File: src/sv/mbf_pkg.sv
// Shared types, constants and the micro-op program of the Maxwell-Bloch step engine.
// Used by every module of the block; depends on nothing.
`timescale 1ns / 1ps
`default_nettype none

package mbf_pkg;

    // Parameter defaults
    localparam int GRID_MAX_DEF   = 1024;
    localparam int REGION_MAX_DEF = 8;
    localparam int FRAC_BITS_DEF  = 24;
    localparam int PC_PASSES_DEF  = 4;

    // Coefficient slots of one region
    localparam int COEF_COUNT = 11;
    localparam int C_D12      = 0;
    localparam int C_DT       = 1;
    localparam int C_TAU1     = 2;
    localparam int C_W12      = 3;
    localparam int C_G12      = 4;
    localparam int C_CP       = 5;
    localparam int C_CE       = 6;
    localparam int C_DXINV    = 7;
    localparam int C_CH       = 8;
    localparam int C_LAST     = 9;
    localparam int C_UPPER    = 10;

    // Region index storage width (covers up to 16 regions)
    localparam int REGION_W = 4;

    // Item modes
    localparam logic [1:0] MODE_LOAD = 2'd0;
    localparam logic [1:0] MODE_INIT = 2'd1;
    localparam logic [1:0] MODE_STEP = 2'd2;

    // Configuration register indexes
    localparam logic CFG_GRID_POINTS = 1'b0;
    localparam logic CFG_PROBE_INDEX = 1'b1;

    // Micro-program layout
    localparam int UPC_W = 6;
    localparam logic [UPC_W-1:0] PASS_LAST = 6'd37;
    localparam logic [UPC_W-1:0] H_FIRST   = 6'd38;
    localparam logic [UPC_W-1:0] H_LAST    = 6'd40;

    typedef enum logic [1:0] {
        OP_ADD,
        OP_SUB,
        OP_MUL,
        OP_AVG
    } t_alu_op;

    // Operand and destination codes of the working registers
    typedef enum logic [5:0] {
        O_ZERO, O_LO, O_UP, O_CRS, O_CIS, O_EFS, O_HFS, O_HN,
        O_LE, O_UE, O_CRE, O_CIE, O_EE,
        O_R11, O_R22, O_RR, O_RI, O_OM, O_T, O_TR, O_DRV, O_T0, O_T1,
        O_D12, O_DT, O_TAU1, O_W12, O_G12, O_CP, O_CE, O_DXI, O_CH, O_EPV
    } t_opnd;

    typedef struct packed {
        t_alu_op op;
        t_opnd   dst;
        t_opnd   a;
        t_opnd   b;
    } t_uop;

    // One cell of the grid
    typedef struct packed {
        logic signed [31:0]  lo;
        logic signed [31:0]  up;
        logic signed [31:0]  cr;
        logic signed [31:0]  ci;
        logic signed [31:0]  ef;
        logic signed [31:0]  hf;
        logic [REGION_W-1:0] rg;
    } t_cell;

    // Field write enables of the grid store
    typedef struct packed {
        logic pop;
        logic ef;
        logic hf;
        logic rg;
    } t_cell_we;

    function automatic t_uop mk(t_alu_op op, t_opnd d, t_opnd a, t_opnd b);
        t_uop u;
        u.op  = op;
        u.dst = d;
        u.a   = a;
        u.b   = b;
        return u;
    endfunction

    // Predictor-corrector pass (0..37), then the H update (38..40)
    function automatic t_uop uop_rom(logic [UPC_W-1:0] idx);
        t_uop u;
        u = mk(OP_ADD, O_T0, O_ZERO, O_ZERO);
        case (idx)
            6'd0:  u = mk(OP_AVG, O_R11, O_LO,   O_LE);
            6'd1:  u = mk(OP_AVG, O_R22, O_UP,   O_UE);
            6'd2:  u = mk(OP_AVG, O_RR,  O_CRS,  O_CRE);
            6'd3:  u = mk(OP_AVG, O_RI,  O_CIS,  O_CIE);
            6'd4:  u = mk(OP_AVG, O_T0,  O_EFS,  O_EE);
            6'd5:  u = mk(OP_MUL, O_OM,  O_D12,  O_T0);
            6'd6:  u = mk(OP_MUL, O_T0,  O_OM,   O_RI);
            6'd7:  u = mk(OP_ADD, O_T,   O_T0,   O_T0);
            6'd8:  u = mk(OP_MUL, O_T0,  O_W12,  O_RI);
            6'd9:  u = mk(OP_MUL, O_T1,  O_G12,  O_RR);
            6'd10: u = mk(OP_SUB, O_DRV, O_T0,   O_T1);
            6'd11: u = mk(OP_SUB, O_T0,  O_ZERO, O_T);
            6'd12: u = mk(OP_MUL, O_TR,  O_TAU1, O_R11);
            6'd13: u = mk(OP_SUB, O_T0,  O_T0,   O_TR);
            6'd14: u = mk(OP_MUL, O_T0,  O_DT,   O_T0);
            6'd15: u = mk(OP_ADD, O_LE,  O_LO,   O_T0);
            6'd16: u = mk(OP_MUL, O_T0,  O_W12,  O_RR);
            6'd17: u = mk(OP_SUB, O_T0,  O_ZERO, O_T0);
            6'd18: u = mk(OP_SUB, O_T1,  O_R11,  O_R22);
            6'd19: u = mk(OP_MUL, O_T1,  O_OM,   O_T1);
            6'd20: u = mk(OP_ADD, O_T0,  O_T0,   O_T1);
            6'd21: u = mk(OP_MUL, O_T1,  O_G12,  O_RI);
            6'd22: u = mk(OP_SUB, O_T0,  O_T0,   O_T1);
            6'd23: u = mk(OP_MUL, O_T0,  O_DT,   O_T0);
            6'd24: u = mk(OP_ADD, O_CIE, O_CIS,  O_T0);
            6'd25: u = mk(OP_MUL, O_T0,  O_DT,   O_DRV);
            6'd26: u = mk(OP_ADD, O_CRE, O_CRS,  O_T0);
            6'd27: u = mk(OP_ADD, O_T0,  O_T,    O_TR);
            6'd28: u = mk(OP_MUL, O_T0,  O_DT,   O_T0);
            6'd29: u = mk(OP_ADD, O_UE,  O_UP,   O_T0);
            6'd30: u = mk(OP_MUL, O_T0,  O_CP,   O_D12);
            6'd31: u = mk(OP_MUL, O_T0,  O_T0,   O_DRV);
            6'd32: u = mk(OP_SUB, O_T0,  O_ZERO, O_T0);
            6'd33: u = mk(OP_SUB, O_T1,  O_HN,   O_HFS);
            6'd34: u = mk(OP_MUL, O_T1,  O_T1,   O_DXI);
            6'd35: u = mk(OP_ADD, O_T0,  O_T0,   O_T1);
            6'd36: u = mk(OP_MUL, O_T0,  O_CE,   O_T0);
            6'd37: u = mk(OP_ADD, O_EE,  O_EFS,  O_T0);
            6'd38: u = mk(OP_SUB, O_T0,  O_EFS,  O_EPV);
            6'd39: u = mk(OP_MUL, O_T0,  O_CH,   O_T0);
            6'd40: u = mk(OP_ADD, O_T0,  O_HFS,  O_T0);
            default: u = mk(OP_ADD, O_T0, O_ZERO, O_ZERO);
        endcase
        return u;
    endfunction

endpackage

`default_nettype wire

File: src/sv/mbf_coef_store.sv
// Region coefficient table: one write port, one registered read port.
// Entries read as zero until written. Depends on mbf_pkg.
`timescale 1ns / 1ps
`default_nettype none

module mbf_coef_store #(
    parameter int REGION_MAX = mbf_pkg::REGION_MAX_DEF,
    localparam int DEPTH = REGION_MAX * mbf_pkg::COEF_COUNT,
    localparam int CA_W = $clog2(DEPTH)
) (
    input  logic               i_clk,
    input  logic               i_rst_n,
    input  logic               i_we,
    input  logic [CA_W-1:0]    i_wr_addr,
    input  logic signed [31:0] i_wd,
    input  logic [CA_W-1:0]    i_rd_addr,
    output logic signed [31:0] o_rd
);
    logic signed [31:0] mem [0:DEPTH-1];
    logic [DEPTH-1:0]   r_valid;
    logic signed [31:0] r_rd;

    // track written entries
    always_ff @(posedge i_clk) begin
        if (!i_rst_n) begin
            r_valid <= '0;
        end else if (i_we) begin
            r_valid[i_wr_addr] <= 1'b1;
        end
    end

    // write and registered read
    always_ff @(posedge i_clk) begin
        if (i_we) begin
            mem[i_wr_addr] <= i_wd;
        end
        r_rd <= r_valid[i_rd_addr] ? mem[i_rd_addr] : 32'sd0;
    end

    assign o_rd = r_rd;
endmodule

`default_nettype wire

File: config.mk
export PLATFORM = sky130hd
export DESIGN_NAME = mbf_coef_store
export DESIGN_NICKNAME = d
export VERILOG_FILES = /design/src/sv/mbf_pkg.sv /design/src/sv/mbf_coef_store.sv
export SDC_FILE = /design/constraint.sdc
export NUM_CORES = 2
export LEC_CHECK = 0
export ABC_CLOCK_PERIOD_IN_PS = 6150
export BUFFER_PORTS_ARGS = -buffer_cell sky130_fd_sc_hd__buf_4
export CAP_MARGIN = 20
export CORE_ASPECT_RATIO = 0.7
export CORE_UTILIZATION = 55
export CTS_BUF_LIST = sky130_fd_sc_hd__clkbuf_8 sky130_fd_sc_hd__clkbuf_16
export DETAILED_ROUTE_END_ITERATION = 8
export HOLD_SLACK_MARGIN = 0.15
export PLACE_DENSITY = 0.72
export SYNTH_ARGS = -nofsm -noshare
export SYNTH_HDL_FRONTEND = slang
export SYNTH_SLANG_ARGS = --single-unit
File: constraint.sdc
create_clock -name i_clk -period 6.15 [get_ports i_clk]
set_input_delay 1.23 -clock i_clk [delete_from_list [all_inputs] [get_ports i_clk]]
set_output_delay 1.23 -clock i_clk [all_outputs]
set_load 0.02 [all_outputs]
==> impl_results.md <==
* Final Skew at 0.0552 ns
* Startpoint class of the critical path: input pin
* Req. time, crit path at 6.82 ns
* Final min period at 4.54 ns
* Fin Setup TNS at 0 ns
* Slew @ Worst Pin at 1.25 ns
* Post-CTS Repair Setup Buffers at 0
* Kind of critical path: input pin to flip-flop
* Placed Area at 118,000 um2
* CP Cell Sequence: buf_8 > buf_12 > mux4_2 > mux4_2 > nor2_1 > nor3_1 > buf_4 > nor2_1 > a2111oi_2
* Placed Cells at 8,012
* Post-synth top area cell: edfxtp_1
* VDD IR-drop max at 0.262 mV
* Post-synthesis sequential area ratio at 0.770
* TritonCTS clock tree: yes
* Slowest CP cell: mux4_2
* First-pass GRT wire length at 449,000 um
* Vias post-DR at 59,600
* Max Cap Viol at 0
* Pin count of the biggest net entering global routing at 97
* Post-DR wirelength/cell at 38.4 um
* M1 WL at 122,000 um
* Core area at 203,000 um2
* Unrepaired setup endpoints after global routing: false
* Skew-Pair Late Insertion Delay at 0.84 ns
* HP Class: flip-flop to flip-flop
* FP Rows at 138
* Initial antenna violation count at 30
* Final Util at 0.622
* Number of global-route vias before repair at 56,200
* Vias per std cell at 7.01
* HPWL after DPL at 191,000 um
* Ports at 81
* Die H at 381 um
* Met3 Wirelength at 55,000 um
* Mapped cell area at 113,000 um2
* Antenna-violating nets left at 0
* Layout cells sized above 1 at 0.253
* EDFF count, synth at 2,816
* Final Max Slew Viols at 0
* GPL Wtd Cong at 0.917
* Hold Fails Final Rpt at 0
* Worst slew margin at 0.157
* Final Cycle Share at 0.738
* Root Driver: clkbuf_16
* Non-Filler Instances at 8,505
* Final critical-path setup slack at 1.61 ns
* DR DRC count at 0
* Synth Register Bits at 2,936
* Critical Path Max Stage Delay at 0.67 ns
* Top layer in use: met5
* Initial DRC Count at 11,100
* Cell variety after synth at 63
* Area growth from synthesis to layout at 11.9%
* Mean post-synth cell area at 21.5 um2
* Synth warn at 0
* WL met2 at 136,000 um
* PwrDens at 323 nW/um2
* Top FF cell, synth: edfxtp_1
* Resized Gates After CTS at 0
* I/O Buffers at 80
* Die X at 544 um
* Post-layout nets at 5,610
* Lkg Pwr at 0.0404 uW
* Design area at 126,000 um2
* First-pass DRT Iterations at 8
* Clk slew on worst S/H paths at 0.06 ns
* Worst EP arrival at 5.21 ns
* Aggregate global-route resource usage at 0.316
* CTS Hold Buffers Added at 0
* Max frequency at 220 MHz
* Synth top area share at 0.749
* Mapped Cells at 5,261
* CP Max Fanout at 96
* Sinks on Clock Net at 2,936
* H-tree levels at 5
* Synth area leaders: edfxtp_1 75%, mux4_2 12%, mux2i_1 2.5%
* Total CTS buffers at 272
* Gr ovfl total at 0
* Post-Syn Nets at 5,310
* Status: completed
* Clk buf depth at 4
* Place WS at 1.00 ns
* Setup crit end kind: flip-flop
* Initial core utilization at 0.556
* Setup violations, final at 0
* Ys async rst share at 0
* Final WL at 326,000 um
* Die area at 207,000 um2
cell usage after synthesis, drive strengths merged (29+ instances only):
| cell | number |
|---|---|
| a21oi | 80 |
| a221oi | 29 |
| a22oi | 67 |
| a31oi | 35 |
| buf | 196 |
| clkbuf | 102 |
| dfxtp | 120 |
| edfxtp | 2816 |
| mux2 | 48 |
| mux2i | 278 |
| mux4 | 634 |
| nand2 | 209 |
| nand3 | 65 |
| nor2 | 168 |
| o21a | 89 |
| o21ai | 60 |
| o221ai | 33 |
| o22ai | 38 |
metrics by stage:
stage	hold slack (ns)	power [uW]
floorplan	0.432	23600
global placement	0.438	24600
detailed placement	0.447	24700
CTS	0.460	40900
global route	0.476	41700
finish	0.464	40900
layout make-up:
class	instances	area (um2)
clock inverter	174	1220
timing repair buffer	325	2810
multi-input combinational	2020	24500
fill	13600	76700
sequential	2936	87000
tap	2730	3420
inverter	6	32.5
clock buffer	302	7350
antenna	12	30.0
layout by cell type, fill, tap and decap left out, types with 15 or more instances in the layout:
master / count
edfxtp_1: 2816
mux4_2: 595
buf_4: 295
clkbuf_16: 284
mux2i_1: 278
nand2_1: 209
dfxtp_1: 120
o21a_1: 89
nor2_4: 86
nor2_1: 82
a21oi_1: 80
inv_1: 67
a22oi_1: 67
nand3_1: 65
o21ai_0: 58
mux2_2: 48
clkinv_2: 40
mux4_1: 39
o22ai_1: 38
clkinv_1: 38
a31oi_1: 35
o221ai_1: 33
a221oi_1: 29
a32oi_1: 24
buf_12: 22
nor3_1: 20
clkbuf_8: 18
bufinv_16: 15
path summary, 6_finish.rpt:
check                                start                       end  slack (ns)  cells past startpoint
setup / recovery              i_rd_addr[2]       o_rd[17]$_SDFF_PN0_        1.61                      9
hold / removal    r_valid[20]$_SDFFE_PN0P_  r_valid[20]$_SDFFE_PN0P_        0.46                      1
setup reg to reg     mem[35][17]$_DFFE_PP_       o_rd[17]$_SDFF_PN0_        2.87                      7
hold reg to reg   r_valid[20]$_SDFFE_PN0P_  r_valid[20]$_SDFFE_PN0P_        0.46                      1
cell families (layout without fill, tap and decap cells):
family          count (synthesis)  after routing  synth area share
compound gates                527            527            0.0335
buf+inv                       305            807            0.0191
flops                        2936           2936             0.770
other cells                     0             12                 0
simple gates                  533            533            0.0203
mux                           960            960             0.157
where the power goes:
| part | internal, uW | total (uW) | switching (uW) |
|---|---|---|---|
| Combinational | 716 | 2300 | 1590 |
| Clock | 9220 | 16500 | 7280 |
| Sequential | 22000 | 22000 | 57.7 |
flip-flops by register name (all words and copies together) (netlist names):
signal / flops
mem: 2816
o_rd: 32
r_valid: 88
layer usage:
| metal | vias to the layer above | GRT usage |
|---|---|---|
| li1 | 22700 | - |
| met1 | 31100 | 0.476 |
| met2 | 5130 | 0.427 |
| met3 | 711 | 0.116 |
| met4 | 22 | 0.104 |
| met5 | - | 0 |
worst max-delay path, delay by kind of cell:
| family | cells | cell delay, ns |
|---|---|---|
| AO/OA/AOI/OAI | 1 | 0.10 |
| buffers and inverters | 3 | 1.18 |
| multiplexers | 2 | 1.09 |
| AND/OR/NAND/NOR | 3 | 1.26 |
Power figures use the tool's default switching activity.
