### src/sv/mbf_pkg.sv
// Shared types, constants and the micro-op program of the Maxwell-Bloch step engine.
// Used by every module of the block; depends on nothing.
`timescale 1ns / 1ps
`default_nettype none

package mbf_pkg;

    // Parameter defaults
    localparam int GRID_MAX_DEF   = 1024;
    localparam int REGION_MAX_DEF = 8;
    localparam int FRAC_BITS_DEF  = 24;
    localparam int PC_PASSES_DEF  = 4;

    // Coefficient slots of one region
    localparam int COEF_COUNT = 11;
    localparam int C_D12      = 0;
    localparam int C_DT       = 1;
    localparam int C_TAU1     = 2;
    localparam int C_W12      = 3;
    localparam int C_G12      = 4;
    localparam int C_CP       = 5;
    localparam int C_CE       = 6;
    localparam int C_DXINV    = 7;
    localparam int C_CH       = 8;
    localparam int C_LAST     = 9;
    localparam int C_UPPER    = 10;

    // Region index storage width (covers up to 16 regions)
    localparam int REGION_W = 4;

    // Item modes
    localparam logic [1:0] MODE_LOAD = 2'd0;
    localparam logic [1:0] MODE_INIT = 2'd1;
    localparam logic [1:0] MODE_STEP = 2'd2;

    // Configuration register indexes
    localparam logic CFG_GRID_POINTS = 1'b0;
    localparam logic CFG_PROBE_INDEX = 1'b1;

    // Micro-program layout
    localparam int UPC_W = 6;
    localparam logic [UPC_W-1:0] PASS_LAST = 6'd37;
    localparam logic [UPC_W-1:0] H_FIRST   = 6'd38;
    localparam logic [UPC_W-1:0] H_LAST    = 6'd40;

    typedef enum logic [1:0] {
        OP_ADD,
        OP_SUB,
        OP_MUL,
        OP_AVG
    } t_alu_op;

    // Operand and destination codes of the working registers
    typedef enum logic [5:0] {
        O_ZERO, O_LO, O_UP, O_CRS, O_CIS, O_EFS, O_HFS, O_HN,
        O_LE, O_UE, O_CRE, O_CIE, O_EE,
        O_R11, O_R22, O_RR, O_RI, O_OM, O_T, O_TR, O_DRV, O_T0, O_T1,
        O_D12, O_DT, O_TAU1, O_W12, O_G12, O_CP, O_CE, O_DXI, O_CH, O_EPV
    } t_opnd;

    typedef struct packed {
        t_alu_op op;
        t_opnd   dst;
        t_opnd   a;
        t_opnd   b;
    } t_uop;

    // One cell of the grid
    typedef struct packed {
        logic signed [31:0]  lo;
        logic signed [31:0]  up;
        logic signed [31:0]  cr;
        logic signed [31:0]  ci;
        logic signed [31:0]  ef;
        logic signed [31:0]  hf;
        logic [REGION_W-1:0] rg;
    } t_cell;

    // Field write enables of the grid store
    typedef struct packed {
        logic pop;
        logic ef;
        logic hf;
        logic rg;
    } t_cell_we;

    function automatic t_uop mk(t_alu_op op, t_opnd d, t_opnd a, t_opnd b);
        t_uop u;
        u.op  = op;
        u.dst = d;
        u.a   = a;
        u.b   = b;
        return u;
    endfunction

    // Predictor-corrector pass (0..37), then the H update (38..40)
    function automatic t_uop uop_rom(logic [UPC_W-1:0] idx);
        t_uop u;
        u = mk(OP_ADD, O_T0, O_ZERO, O_ZERO);
        case (idx)
            6'd0:  u = mk(OP_AVG, O_R11, O_LO,   O_LE);
            6'd1:  u = mk(OP_AVG, O_R22, O_UP,   O_UE);
            6'd2:  u = mk(OP_AVG, O_RR,  O_CRS,  O_CRE);
            6'd3:  u = mk(OP_AVG, O_RI,  O_CIS,  O_CIE);
            6'd4:  u = mk(OP_AVG, O_T0,  O_EFS,  O_EE);
            6'd5:  u = mk(OP_MUL, O_OM,  O_D12,  O_T0);
            6'd6:  u = mk(OP_MUL, O_T0,  O_OM,   O_RI);
            6'd7:  u = mk(OP_ADD, O_T,   O_T0,   O_T0);
            6'd8:  u = mk(OP_MUL, O_T0,  O_W12,  O_RI);
            6'd9:  u = mk(OP_MUL, O_T1,  O_G12,  O_RR);
            6'd10: u = mk(OP_SUB, O_DRV, O_T0,   O_T1);
            6'd11: u = mk(OP_SUB, O_T0,  O_ZERO, O_T);
            6'd12: u = mk(OP_MUL, O_TR,  O_TAU1, O_R11);
            6'd13: u = mk(OP_SUB, O_T0,  O_T0,   O_TR);
            6'd14: u = mk(OP_MUL, O_T0,  O_DT,   O_T0);
            6'd15: u = mk(OP_ADD, O_LE,  O_LO,   O_T0);
            6'd16: u = mk(OP_MUL, O_T0,  O_W12,  O_RR);
            6'd17: u = mk(OP_SUB, O_T0,  O_ZERO, O_T0);
            6'd18: u = mk(OP_SUB, O_T1,  O_R11,  O_R22);
            6'd19: u = mk(OP_MUL, O_T1,  O_OM,   O_T1);
            6'd20: u = mk(OP_ADD, O_T0,  O_T0,   O_T1);
            6'd21: u = mk(OP_MUL, O_T1,  O_G12,  O_RI);
            6'd22: u = mk(OP_SUB, O_T0,  O_T0,   O_T1);
            6'd23: u = mk(OP_MUL, O_T0,  O_DT,   O_T0);
            6'd24: u = mk(OP_ADD, O_CIE, O_CIS,  O_T0);
            6'd25: u = mk(OP_MUL, O_T0,  O_DT,   O_DRV);
            6'd26: u = mk(OP_ADD, O_CRE, O_CRS,  O_T0);
            6'd27: u = mk(OP_ADD, O_T0,  O_T,    O_TR);
            6'd28: u = mk(OP_MUL, O_T0,  O_DT,   O_T0);
            6'd29: u = mk(OP_ADD, O_UE,  O_UP,   O_T0);
            6'd30: u = mk(OP_MUL, O_T0,  O_CP,   O_D12);
            6'd31: u = mk(OP_MUL, O_T0,  O_T0,   O_DRV);
            6'd32: u = mk(OP_SUB, O_T0,  O_ZERO, O_T0);
            6'd33: u = mk(OP_SUB, O_T1,  O_HN,   O_HFS);
            6'd34: u = mk(OP_MUL, O_T1,  O_T1,   O_DXI);
            6'd35: u = mk(OP_ADD, O_T0,  O_T0,   O_T1);
            6'd36: u = mk(OP_MUL, O_T0,  O_CE,   O_T0);
            6'd37: u = mk(OP_ADD, O_EE,  O_EFS,  O_T0);
            6'd38: u = mk(OP_SUB, O_T0,  O_EFS,  O_EPV);
            6'd39: u = mk(OP_MUL, O_T0,  O_CH,   O_T0);
            6'd40: u = mk(OP_ADD, O_T0,  O_HFS,  O_T0);
            default: u = mk(OP_ADD, O_T0, O_ZERO, O_ZERO);
        endcase
        return u;
    endfunction

endpackage

`default_nettype wire

### src/sv/mbf_alu.sv
// Saturating fixed-point unit: add, subtract, rounded multiply, average.
// Depends on mbf_pkg.
`timescale 1ns / 1ps
`default_nettype none

module mbf_alu #(
    parameter int FRAC_BITS = mbf_pkg::FRAC_BITS_DEF
) (
    input  mbf_pkg::t_alu_op    i_op,
    input  logic signed [31:0]  i_a,
    input  logic signed [31:0]  i_b,
    output logic signed [31:0]  o_y,
    output logic                o_sat
);
    localparam int PW = 66;
    localparam logic signed [PW-1:0] MAXV = PW'(32'sh7FFF_FFFF);
    localparam logic signed [PW-1:0] MINV = PW'(32'sh8000_0000);
    localparam logic signed [PW-1:0] RND  = PW'(1) <<< (FRAC_BITS - 1);

    logic signed [63:0]   w_prod;
    logic signed [PW-1:0] w_wide;

    // full-width result, then clip to 32 bits
    always_comb begin
        w_prod = i_a * i_b;
        case (i_op)
            mbf_pkg::OP_ADD: w_wide = PW'(i_a) + PW'(i_b);
            mbf_pkg::OP_SUB: w_wide = PW'(i_a) - PW'(i_b);
            mbf_pkg::OP_MUL: w_wide = (PW'(w_prod) + RND) >>> FRAC_BITS;
            default:         w_wide = (PW'(i_a) + PW'(i_b) + PW'(1)) >>> 1;
        endcase
        o_sat = (w_wide > MAXV) || (w_wide < MINV);
        if (w_wide > MAXV) begin
            o_y = 32'sh7FFF_FFFF;
        end else if (w_wide < MINV) begin
            o_y = 32'sh8000_0000;
        end else begin
            o_y = w_wide[31:0];
        end
    end
endmodule

`default_nettype wire

### config.mk
export PLATFORM = sky130hd
export DESIGN_NAME = mbf_alu
export DESIGN_NICKNAME = d
export VERILOG_FILES = /design/src/sv/mbf_pkg.sv /design/src/sv/mbf_alu.sv
export SDC_FILE = /design/constraint.sdc
export NUM_CORES = 2
export LEC_CHECK = 0
export ABC_CLOCK_PERIOD_IN_PS = 15900
export BUFFER_PORTS_ARGS = -buffer_cell sky130_fd_sc_hd__buf_2
export CORE_MARGIN = 1.5
export CORE_UTILIZATION = 55
export DETAILED_ROUTE_END_ITERATION = 8
export PLACE_DENSITY = 0.68
export SLEW_MARGIN = 40
export SYNTH_ARGS = -nofsm -noshare
export SYNTH_HDL_FRONTEND = slang
export SYNTH_SLANG_ARGS = --single-unit
### constraint.sdc
create_clock -name vclk -period 15.9
set_input_delay 3.18 -clock vclk [all_inputs]
set_output_delay 3.18 -clock vclk [all_outputs]
set_load 0.1 [all_outputs]
==> summary.log <==
qor: run_status.outcome completed
qor: setup_path.worstSetupPathType in2out
qor: layout.multiInputGateArea 0.0370 mm²
qor: global_route.grt_first_pass_wirelength 207 mm
qor: layout.seqCellArea 0 µm²
qor: synthesis.synth-seq-area-share 0%
qor: synthesis.postSynthAreaPerCell 8.74 µm²
qor: global_route.grt.met3_usage 4.06%
qor: cts.postCtsHoldBufs 0
qor: timing.rsz0062_at_grt false
qor: layout.synth_to_layout_area_growth 4.98%
qor: synthesis.post-synth-top-area-cell fa_1
qor: routing.drt-vias-per-instance 5.74
qor: placement.placed_cell_area 0.0442 mm²
qor: die.placeableCoreArea 0.0759 mm²
qor: timing.final-max-slew-violation-count 0
qor: layout.finalNetCount 6161
qor: die.floorplan.die_area 0.0784 mm²
qor: job.max_cap_violations 0
qor: routing.firstDrtPassIters 6
qor: layout.final_design_area_no_fill 0.0443 mm²
qor: routing.ant_nets 0
qor: placement.place_hpwl 111 mm
qor: synthesis.synth_top_cells_by_area fa_1 (52%), inv_1 (9.7%), ha_1 (7.3%)
qor: global_route.use_met2 60.6%
qor: routing.avgRoutedWirePerCell 22.7 µm
qor: layout.design.seq.count 0
qor: global_route.grt_antenna_before_repair 2
qor: timing.setup-violations-final 0
qor: setup_path.timing.critical_path.to_type output pin
qor: layout.post_route_cells_drive_above_1_share 5.57%
qor: routing.finalWirelength 131 mm
qor: routing.via_total_after_detailed_routing 33200
qor: routing.drcViolationCount 0
qor: die.die_h 280 µm
qor: timing.portion_of_the_clock_cycle_consumed_by_the_worst_path_in_the_final_layout 98.0%
qor: setup_path.critPathMaxFanout 30
qor: die.placementRows 101
qor: global_route.grt_most_used_layer met2
qor: global_route.vias_in_the_first_global_route 35600
qor: synthesis.synth_cell_type_count 87
qor: global_route.grt_use_met1 44.4%
qor: synthesis.synthesis.yosys.warnings 0
qor: timing.timing.fmax 64.2 MHz
qor: timing.relSlewSlack 43.8%
qor: timing.layout_min_cycle_time 15580 ps
qor: die.initial_core_util 55.5%
qor: die.die_width 280 µm
qor: synthesis.post-synth-top-area-fraction 51.8%
qor: routing.detailedRoute.firstIterationViolations 2479
qor: timing.worstMarginPinSlew 844 ps
qor: synthesis.synth.net_count 6232
qor: placement.gpl.final_weighted_congestion 0.988
qor: global_route.globalRouteTotalUtil 34.8%
qor: die.floorplan.io_pins 99
qor: timing.hold_ws 7280 ps
qor: placement.placement.io_buffers 99
qor: global_route.grt.overflow.total 0
qor: setup_path.crit_required 12720 ps
qor: setup_path.start_kind input pin
qor: synthesis.syn-instance-count 4829
qor: global_route.maximum_number_of_pins_on_one_net_before_global_route_repair 75
qor: synthesis.syn-cell-area 0.0422 mm²
qor: layout.num-fill-cells 6776
qor: timing.report.final.hold_viol_count 0
qor: setup_path.critical_path_arrival 12400 ps
qor: hold_path.hp-class in2out
qor: layout.layout.clock_buffers 0
-- final timing paths --
check | startpoint | end | slack (ps) | cells after the start
setup / recovery | i_a[10] | o_y[22] | 320 | 28
hold / removal | i_op[1] | o_y[20] | 7280 | 5
-- per-stage QoR --
step | instances | util, % | setup TNS [ps] | worst slack, ps
detailed placement | 5783 | 58.2 | -142 | -50.2
CTS | 5783 | 58.2 | 0 | 10.4
finish | 5787 | 58.3 | 0 | 320
floorplan | 4829 | - | -9030 | -335
global placement | 5783 | 58.2 | -60.8 | -14.9
global route | 5787 | 58.3 | 0 | 12.5
-- cell usage after synthesis (23+ instances only) --
| master | count |
|---|---|
| fa_1 | 1092 |
| inv_1 | 1088 |
| nand2_1 | 588 |
| and2_1 | 469 |
| clkbuf_1 | 246 |
| ha_1 | 245 |
| nor2_1 | 171 |
| a21oi_1 | 138 |
| o21ai_0 | 136 |
| xnor2_1 | 94 |
| nor3_1 | 41 |
| nand3_1 | 40 |
| nand4_1 | 35 |
| a21o_1 | 32 |
| o211ai_1 | 30 |
| nor4_1 | 29 |
| xor2_1 | 24 |
| o21bai_1 | 23 |
-- timing repair --
action	CTS	global route
endpoints found under the setup margin	5	31
setup buffers	0	3
resized for setup	1	19
-- cell families (layout without fill, tap and decap cells) --
logic type      count (synthesis)  in the layout  share of synthesized area, %
fa+ha+maj                    1337           1337                          59.1
compound gates                512            512                          8.10
buf+inv                      1367           1294                          12.3
simple gates                 1475           1475                          17.3
xor+xnor                      119            119                          2.52
mux                            19             19                         0.727
other cells                     0              1                             0
-- layout by cell type, fill, tap and decap left out, types with 9 or more instances in the layout --
master	netlist	final
a211oi_1	19	19
a21o_1	32	32
a21oi_1	138	138
a31oi_1	12	12
and2_1	469	469
and3_1	19	19
buf_12	0	37
buf_2	14	57
buf_4	1	95
clkbuf_4	0	9
fa_1	1092	1092
ha_1	245	243
inv_1	1088	1086
mux4_2	9	9
nand2_1	588	588
nand2b_1	16	16
nand3_1	40	40
nand4_1	35	35
nor2_1	171	171
nor2b_1	18	18
nor3_1	41	40
nor4_1	29	27
o211ai_1	30	30
o21ai_0	136	108
o21ai_1	0	26
o21bai_1	23	23
o31ai_1	13	13
or3_1	19	19
xnor2_1	94	94
xor2_1	24	24
-- critical path, stage by stage --
cell	delay, ps
buf_2	490
buf_4	320
nand2_1	100
fa_1	560
inv_1	50
fa_1	500
fa_1	570
fa_1	440
fa_1	540
fa_1	450
fa_1	580
inv_1	80
fa_1	480
inv_1	50
ha_1	390
a21oi_1	220
o21ai_0	150
a221oi_1	450
nor3b_1	610
a21oi_1	300
a211oi_1	370
xnor2_1	190
nand4_1	120
o21ai_1	270
a21oi_2	140
buf_12	180
o31ai_2	350
buf_12	220
-- metal layers --
| metal | wire length [µm] | vias up |
|---|---|---|
| li1 | - | 14300 |
| met1 | 50800 | 17300 |
| met2 | 65700 | 1254 |
| met3 | 8310 | 289 |
| met4 | 6470 | 0 |
| met5 | 0 | - |
-- layout make-up --
class	count	share of cell area (%)
Multi-Input combinational cell	3462	83.7
Inverter	1094	9.30
Timing Repair Buffer	200	4.13
Tap cell	1030	2.91
Antenna cell	1	0.00565
Power is left out: the tool's default activity adds up to more than one toggle a clock period on the data nets, which glitch-free logic cannot reach.
